<file path="src/cpra_pkg.sv">
`default_nettype none
package cpra_pkg;

	localparam int Segments    = 8;
	localparam int PagesPerSeg = 32;
	localparam int PageBytes   = 4096;

	localparam int SegW      = $clog2(Segments);
	localparam int OffW      = $clog2(PagesPerSeg);
	localparam int LenW      = $clog2(PagesPerSeg + 1);
	localparam int AddrW     = SegW + OffW;
	localparam int NumPages  = Segments * PagesPerSeg;
	localparam int PageShift = $clog2(PageBytes);
	localparam int MaskW     = 2 * PagesPerSeg;

	localparam int ReqBytesW = 18;
	localparam int NodeW     = 3;
	localparam int InSegW    = 3;
	localparam int InOffW    = 5;
	localparam int CfgW      = 4;
	localparam int PaddrW    = 3;

	localparam logic [PaddrW-1:0] AddrNodeCount = 3'd0;

	typedef enum logic [1:0] {
		OP_ALLOC = 2'd0,
		OP_FREE  = 2'd1,
		OP_QUERY = 2'd2
	} op_t;

	typedef enum logic [1:0] {
		ST_OK    = 2'd0,
		ST_NOFIT = 2'd1,
		ST_BAD   = 2'd2
	} status_t;

	typedef enum logic [1:0] {
		S_IDLE,
		S_SCAN,
		S_LOOKUP,
		S_REPLY
	} state_t;

	typedef struct packed {
		logic            hit;
		logic [OffW-1:0] offset;
	} run_hit_t;

	function automatic logic [PagesPerSeg-1:0] run_mask(input logic [OffW-1:0] off,
		input logic [LenW-1:0] len);
		logic [MaskW-1:0] w;
		w = (MaskW'(1) << len) - MaskW'(1);
		w = w << off;
		return w[PagesPerSeg-1:0];
	endfunction

endpackage
`default_nettype wire

</file>
<file path="src/contiguous_page_run_allocator.sv">
// First-fit allocator of contiguous page runs over a per-page bitmap.
// Requests arrive on the s_ stream; s_tuser carries the operation (allocate,
// free, query) and s_tdata the size, node and run location. Each request
// produces exactly one result on the m_ stream: m_tuser carries the status,
// m_tdata the segment, start page and run length.
// An allocate goes from S_IDLE to S_SCAN, where one segment of the node's
// range is examined per cycle by a single run detector until a fit or the
// last segment, and then to S_REPLY to post the result. An allocate that is
// rejected or whose node owns no segments, and an unknown operation, go
// straight to S_REPLY. Free and query check the run length read at the
// transfer in S_LOOKUP, then post the result in S_REPLY. The block accepts a
// new request only while idle, which it is again the cycle after a result is
// posted, so a request is not taken before the last one's result is posted.
// A finished result sits in the output register; if the receiver stalls, the
// next request is still accepted and processed, and its result waits until
// the output register is taken. Reset clears the bitmap, marks every start
// page as holding no run and sets node_count to one. The node_count register
// is written through the APB port and should change only while idle.
`default_nettype none
module contiguous_page_run_allocator import cpra_pkg::*; (
	input  logic              clk,
	input  logic              arst_n,
	input  logic              psel,
	input  logic              penable,
	input  logic              pwrite,
	input  logic [PaddrW-1:0] paddr,
	input  logic [31:0]       pwdata,
	output logic [31:0]       prdata,
	output logic              pready,
	input  logic              s_tvalid,
	output logic              s_tready,
	// request_bytes[17:0], node[20:18], segment[23:21], page_offset[28:24], zero pad
	input  logic [31:0]       s_tdata,
	// operation[1:0]
	input  logic [1:0]        s_tuser,
	output logic              m_tvalid,
	input  logic              m_tready,
	// found_segment[2:0], found_offset[7:3], run_pages[13:8], zero pad
	output logic [15:0]       m_tdata,
	// status[1:0]
	output logic [1:0]        m_tuser
);

	state_t state_q, state_d;

	logic [CfgW-1:0] node_count_q;

	op_t             op_q;
	logic [LenW-1:0] pages_q;
	logic [SegW:0]   seg_q;
	logic [SegW:0]   seg_end_q;
	logic [AddrW-1:0] addr_q;

	status_t         res_status_q;
	logic [SegW-1:0] res_seg_q;
	logic [OffW-1:0] res_off_q;
	logic [LenW-1:0] res_len_q;

	logic            out_valid_q;
	status_t         out_status_q;
	logic [SegW-1:0] out_seg_q;
	logic [OffW-1:0] out_off_q;
	logic [LenW-1:0] out_len_q;

	logic [PagesPerSeg-1:0] page_map_q [Segments];
	logic [NumPages-1:0]    len_vld_q;
	logic [LenW-1:0]        len_mem [NumPages];
	logic [LenW-1:0]        len_rd_q;

	logic [ReqBytesW-1:0] in_bytes;
	logic [NodeW-1:0]     in_node;
	logic [InSegW-1:0]    in_seg;
	logic [InOffW-1:0]    in_off;
	logic [ReqBytesW:0]   bytes_up;
	logic [ReqBytesW-PageShift:0] in_pages;
	logic [CfgW-1:0]      nc_eff;
	logic [SegW:0]        rng;
	logic [SegW+NodeW:0]  first_full;
	logic [SegW:0]        first;
	logic                 alloc_bad;
	logic [AddrW-1:0]     in_addr;

	logic            accept;
	logic            out_free;
	logic            load_out;
	logic            scan_take;
	logic            seg_last;
	logic            lookup_vld;
	logic [SegW-1:0] seg_idx;
	logic [SegW-1:0] addr_seg;
	logic [OffW-1:0] addr_off;
	logic [PagesPerSeg-1:0] take_mask;
	logic [PagesPerSeg-1:0] free_mask;
	run_hit_t        find_res;

	assign pready = 1'b1;
	assign prdata = (paddr == AddrNodeCount) ? 32'(node_count_q) : '0;

	always_ff @(posedge clk or negedge arst_n) begin
		if (!arst_n) begin
			node_count_q <= CfgW'(1);
		end else if (psel && penable && pwrite && pready && paddr == AddrNodeCount) begin
			node_count_q <= pwdata[CfgW-1:0];
		end
	end

	always_comb begin
		in_bytes = s_tdata[ReqBytesW-1:0];
		in_node  = s_tdata[ReqBytesW +: NodeW];
		in_seg   = s_tdata[ReqBytesW+NodeW +: InSegW];
		in_off   = s_tdata[ReqBytesW+NodeW+InSegW +: InOffW];
		in_addr  = {in_seg[SegW-1:0], in_off[OffW-1:0]};
		bytes_up = {1'b0, in_bytes} + (ReqBytesW+1)'(PageBytes - 1);
		in_pages = bytes_up[ReqBytesW:PageShift];
		nc_eff   = (node_count_q == '0) ? CfgW'(1) : node_count_q;
		rng      = '0;
		for (int r = 1; r <= Segments; r++) begin
			if (r * int'(nc_eff) <= Segments) begin
				rng = (SegW+1)'(r);
			end
		end
		first_full = rng * in_node;
		first      = first_full[SegW:0];
		alloc_bad  = (in_pages == '0) || (in_pages > PagesPerSeg) ||
			({1'b0, in_node} >= nc_eff);
	end

	assign seg_idx   = seg_q[SegW-1:0];
	assign addr_seg  = addr_q[AddrW-1:OffW];
	assign addr_off  = addr_q[OffW-1:0];
	assign take_mask = run_mask(find_res.offset, pages_q);
	assign free_mask = run_mask(addr_off, len_rd_q);

	cpra_run_find u_find (
		.used   (page_map_q[seg_idx]),
		.pages  (pages_q),
		.result (find_res)
	);

	always_comb begin
		state_d = state_q;
		unique case (state_q)
			S_IDLE: begin
				if (s_tvalid) begin
					unique case (s_tuser)
						OP_ALLOC: state_d = (alloc_bad || rng == '0) ? S_REPLY : S_SCAN;
						OP_FREE, OP_QUERY: state_d = S_LOOKUP;
						default: state_d = S_REPLY;
					endcase
				end
			end
			S_SCAN: begin
				if (find_res.hit || seg_last) begin
					state_d = S_REPLY;
				end
			end
			S_LOOKUP: state_d = S_REPLY;
			S_REPLY: begin
				if (out_free) begin
					state_d = S_IDLE;
				end
			end
		endcase
	end

	always_comb begin
		s_tready   = (state_q == S_IDLE);
		accept     = s_tvalid && s_tready;
		out_free   = !out_valid_q || m_tready;
		load_out   = (state_q == S_REPLY) && out_free;
		scan_take  = (state_q == S_SCAN) && find_res.hit;
		seg_last   = (seg_q + (SegW+1)'(1)) >= seg_end_q;
		lookup_vld = (state_q == S_LOOKUP) && len_vld_q[addr_q];
	end

	always_ff @(posedge clk or negedge arst_n) begin
		if (!arst_n) begin
			state_q <= S_IDLE;
		end else begin
			state_q <= state_d;
		end
	end

	always_ff @(posedge clk) begin
		if (accept) begin
			op_q      <= op_t'(s_tuser);
			pages_q   <= LenW'(in_pages);
			seg_q     <= first;
			seg_end_q <= first + rng;
			addr_q    <= in_addr;
			res_status_q <= (s_tuser == OP_ALLOC && !alloc_bad) ? ST_NOFIT : ST_BAD;
			res_seg_q <= '0;
			res_off_q <= '0;
			res_len_q <= '0;
		end
		if (state_q == S_SCAN) begin
			if (find_res.hit) begin
				res_status_q <= ST_OK;
				res_seg_q    <= seg_idx;
				res_off_q    <= find_res.offset;
				res_len_q    <= pages_q;
			end else begin
				seg_q <= seg_q + (SegW+1)'(1);
			end
		end
		if (lookup_vld) begin
			res_status_q <= ST_OK;
			res_seg_q    <= addr_seg;
			res_off_q    <= addr_off;
			res_len_q    <= len_rd_q;
		end
	end

	always_ff @(posedge clk or negedge arst_n) begin
		if (!arst_n) begin
			for (int s = 0; s < Segments; s++) begin
				page_map_q[s] <= '0;
			end
			len_vld_q <= '0;
		end else if (scan_take) begin
			page_map_q[seg_idx] <= page_map_q[seg_idx] | take_mask;
			len_vld_q[{seg_idx, find_res.offset}] <= 1'b1;
		end else if (lookup_vld && op_q == OP_FREE) begin
			page_map_q[addr_seg] <= page_map_q[addr_seg] & ~free_mask;
			len_vld_q[addr_q] <= 1'b0;
		end
	end

	always_ff @(posedge clk) begin
		if (scan_take) begin
			len_mem[{seg_idx, find_res.offset}] <= pages_q;
		end
	end

	always_ff @(posedge clk) begin
		if (accept) begin
			len_rd_q <= len_mem[in_addr];
		end
	end

	always_ff @(posedge clk or negedge arst_n) begin
		if (!arst_n) begin
			out_valid_q <= 1'b0;
		end else if (load_out) begin
			out_valid_q <= 1'b1;
		end else if (m_tready) begin
			out_valid_q <= 1'b0;
		end
	end

	always_ff @(posedge clk) begin
		if (load_out) begin
			out_status_q <= res_status_q;
			out_seg_q    <= res_seg_q;
			out_off_q    <= res_off_q;
			out_len_q    <= res_len_q;
		end
	end

	assign m_tvalid = out_valid_q;
	assign m_tuser  = out_status_q;
	assign m_tdata  = 16'({out_len_q, out_off_q, out_seg_q});

	a_take_marks: assert property (@(posedge clk) disable iff (!arst_n)
		scan_take |=> ((page_map_q[$past(seg_idx)] & $past(take_mask)) == $past(take_mask)))
		else $error("Allocated run was not marked in the page map.");

	a_ok_has_len: assert property (@(posedge clk) disable iff (!arst_n)
		(out_valid_q && out_status_q == ST_OK) |-> (out_len_q != '0))
		else $error("Successful result carries an empty run.");

	a_fail_zero: assert property (@(posedge clk) disable iff (!arst_n)
		(out_valid_q && out_status_q != ST_OK) |->
		(out_len_q == '0 && out_seg_q == '0 && out_off_q == '0))
		else $error("Failed result carries nonzero fields.");

	a_scan_range: assert property (@(posedge clk) disable iff (!arst_n)
		(state_q == S_SCAN) |-> (seg_q < seg_end_q))
		else $error("Scan left the node's segment range.");

endmodule
`default_nettype wire

</file>
<file path="src/cpra_run_find.sv">
`default_nettype none
module cpra_run_find import cpra_pkg::*; (
	input  logic [PagesPerSeg-1:0] used,
	input  logic [LenW-1:0]        pages,
	output run_hit_t               result
);

	logic [PagesPerSeg-1:0] len_mask;
	logic [PagesPerSeg-1:0] hit_vec;

	always_comb begin
		len_mask = run_mask('0, pages);
		for (int o = 0; o < PagesPerSeg; o++) begin
			hit_vec[o] = (((used >> o) & len_mask) == '0) &&
				((int'(pages) + o) <= PagesPerSeg);
		end
	end

	always_comb begin
		result.hit    = |hit_vec;
		result.offset = '0;
		for (int o = PagesPerSeg - 1; o >= 0; o--) begin
			if (hit_vec[o]) begin
				result.offset = OffW'(o);
			end
		end
	end

endmodule
`default_nettype wire
</file>
<file path="config.mk">
export PLATFORM = sky130hd
export DESIGN_NAME = contiguous_page_run_allocator
export DESIGN_NICKNAME = d
export VERILOG_FILES = /design/src/cpra_pkg.sv /design/src/contiguous_page_run_allocator.sv /design/src/cpra_run_find.sv
export SDC_FILE = /design/constraint.sdc
export NUM_CORES = 2
export LEC_CHECK = 0
export ABC_AREA = 1
export BUFFER_PORTS_ARGS = -buffer_cell sky130_fd_sc_hd__buf_4
export CORE_MARGIN = 5
export CORE_UTILIZATION = 45
export CTS_CLUSTER_SIZE = 20
export DETAILED_ROUTE_END_ITERATION = 6
export SYNTH_ARGS = -nofsm -noshare
export SYNTH_HDL_FRONTEND = slang
export SYNTH_SLANG_ARGS = --single-unit
export TNS_END_PERCENT = 5
</file>
<file path="constraint.sdc">
create_clock -name clk -period 20.1 [get_ports clk]
set_clock_uncertainty 0.15 [all_clocks]
set_input_delay 2.01 -clock clk [delete_from_list [all_inputs] [get_ports clk]]
set_output_delay 2.01 -clock clk [all_outputs]
set_load 0.02 [all_outputs]
</file>
==> metrics <==
Seq/Total Area, Yosys 0.602; via count 82,886; Synth Instances 10,195; gpl congestion 0.971; Yosys cell types 96; Pre-antenna DRT Iters 7; P_leak 39.2 nW; clock root buffer clkbuf_16; die area 234,000 sq um; Via-to-Cell Ratio 6.34; CP max stage cell inv_2; slowest cell delay on critical path 760 ps; Initial Utilization 0.451; Slew HR 0.0745; CP Data Required Time 20,700 ps; Synth warnings 0; commonest cells in the netlist nor2_1 (1,663), o21ai_0 (1,619), edfxtp_1 (1,578); drt total wl 361,000 um; clk buf depth 3; PwrDens 154 nW/um^2; WS Path Type register to register; unrepaired setup endpoints after global routing false; grt met3 use 0.0729; port buffer count 66; global route overflow 0; fin. max-slew vios 0; Hold WC Path Type register to register; vias in the first global route 78,140; Resized cells post-CTS 0; met1 usage 0.420; final worst setup slack 10,200 ps; count leader, synth nor2_1; layout cells sized above 1 0.0819; post-layout util 0.494; drc violations 6; latest clock arrival within the worst-skew pair 890 ps; IO Count 129; Die W 484 um; failing checks design-rule violations; initial antenna violation count 8; Post-synth top flop edfxtp_1; Final #Nets 10,029; min cycle time layout 9900 ps; die extent in y 484 um; total power 0.0170 W; Syn Area/Cell 9.91 sq um; Arr. time, crit path 10,500 ps; post-CTS setup repair buffer count 0; number of synthesized flops with an enable pin 1,578; Final Hold Viols 0; core box area 224,000 sq um; CP Max Fanout 45; CTS Buf Count 211; max_cap viols 0; post-route ant nets 0; final setup vio count 0; met2 Use GR 0.438; status complete, but fails checks; Hold Buf Count CTS 0; Syn-to-layout area delta 9.48%; H-tree levels 4; gr usage total 0.296; Peak VDD IR 204 uV; drt wl/cell 27.6 um; flop and latch count out of synthesis 2,117; Mapped Area 101,000 sq um; largest net degree at the start of global routing 207; initial drt markers 11,476; Worst R2R Setup Slack 10,200 ps; Worst Setup End Kind register; largest cells by area after synthesis edfxtp_1 (47%), dfrtp_1 (13%), o21ai_0 (8.0%), nor2_1 (6.2%), nand2_1 (4.6%); Synth top area share 0.469; first-pass GRT wire length 527,000 um; CTS tree done; async set-reset flop share out of synthesis 0.245; post-route clock period utilization 0.492; DP HPWL 216,000 um; Total Neg Setup Slack 0 ps; slew at the pin closest to its max-slew limit 1380 ps; CTS sink cnt 2,117; row cnt 174; critical path startpoint category register; Fmax 101 MHz; top cell type by total area after synthesis edfxtp_1; most used cell, CP nand2_2; pre-CTS setup slack 10,540 ps; Reg clk slew, reported paths 80 ps; most used routing layer met2
==> area by class of cell <==
class,instances,area (sq um)
inverter,434,1670
antenna,9,22.5
multi-input combinational,6878,35300
fill,20297,113000
clock inverter,125,1370
tap,2992,3740
clock buffer,265,5680
timing repair buffer,254,2010
sequential,2117,60800
==> power by group <==
part,switching [W],total [W],internal (W)
combinational,0.00571,0.00747,0.00176
clock,0.00174,0.00403,0.00229
sequential,0.000271,0.00555,0.00528
total,0.00773,0.0170,0.00932
==> layer usage <==
| layer | part of all wire | vias to the layer above |
|---|---|---|
| li1 | - | 36237 |
| met1 | 0.41 | 40698 |
| met2 | 0.43 | 4982 |
| met3 | 0.11 | 967 |
| met4 | 0.045 | 2 |
| met5 | 0.000036 | - |
==> worst paths after layout <==
check | startpoint | cells past startpoint | to
setup / recovery | pages_q[0] | 31 | page_map_q[153]
hold / removal | res_status_q[0] | 0 | m_tuser[0]
setup reg to reg | pages_q[0] | 31 | page_map_q[153]
hold reg to reg | res_status_q[0] | 0 | m_tuser[0]
max in group asynchronous | arst_n | 4 | len_vld_q[135]
min in group asynchronous | arst_n | 1 | node_count_q[2]
==> critical path, delay by kind of cell (launching register included) <==
family          cells  cell delay [ps]
flops               1              650
compound gates      5             1500
simple gates       18             3840
buf+inv             7             3160
fa+ha+maj           1              290
==> cell families after synthesis <==
family / share of synthesized area
buf+inv: 0.0508
compound gates: 0.190
xor+xnor: 0.00486
other cells: 0.0000743
flops: 0.602
mux: 0.000694
fa+ha+maj: 0.00751
simple gates: 0.144
==> state kept, by name (all words and copies together), names as in the netlist, 3 cells and up <==
name          flops
len_rd_q          6
seg_q             4
page_map_q      256
res_len_q         6
addr_q            8
pages_q           6
len_mem        1536
res_seg_q         3
out_off_q         5
out_seg_q         3
node_count_q      4
len_vld_q       256
out_len_q         6
seg_end_q         4
res_off_q         5
==> stage by stage <==
| step | instances | cell area [sq um] | hold slack, ps |
|---|---|---|---|
| final | 13074 | 111000 | 302 |
| after global routing | 13068 | 111000 | 306 |
| after CTS | 13065 | 111000 | 293 |
| after detailed placement | 12675 | 104000 | 271 |
| after global placement | 12675 | 104000 | 268 |
| after floorplan | 10224 | 101000 | 259 |
==> layout by cell type (no fill, tap or decap), types with 9 or more instances in the layout <==
master     instances
o21ai_0         1619
clkbuf_8          13
o31ai_1           20
a221oi_1          77
nand3_4           12
inv_2             70
nor2_1          1652
nor2_4            21
diode_2            9
a21oi_1          157
o21ai_1           82
nand4_1           43
nor4_1            39
a2111oi_0          9
clkbuf_1          38
inv_1            339
dfxtp_1           19
dfrtp_1          518
conb_1            31
o22ai_1          686
o2111ai_1         25
bufinv_16         22
nor3_1            51
xor2_1            44
o211ai_1         146
o32ai_1           33
a22oi_1          176
nor2_2            20
nand2_2           63
nand3_2           15
nand2_1         1232
clkbuf_16        214
nand3_1          302
a31oi_1           25
buf_4            244
clkinv_2          41
o221ai_1         119
edfxtp_1        1578
ha_1              51
clkinv_1          57
Note: power is estimated with default switching activity, not from simulation.
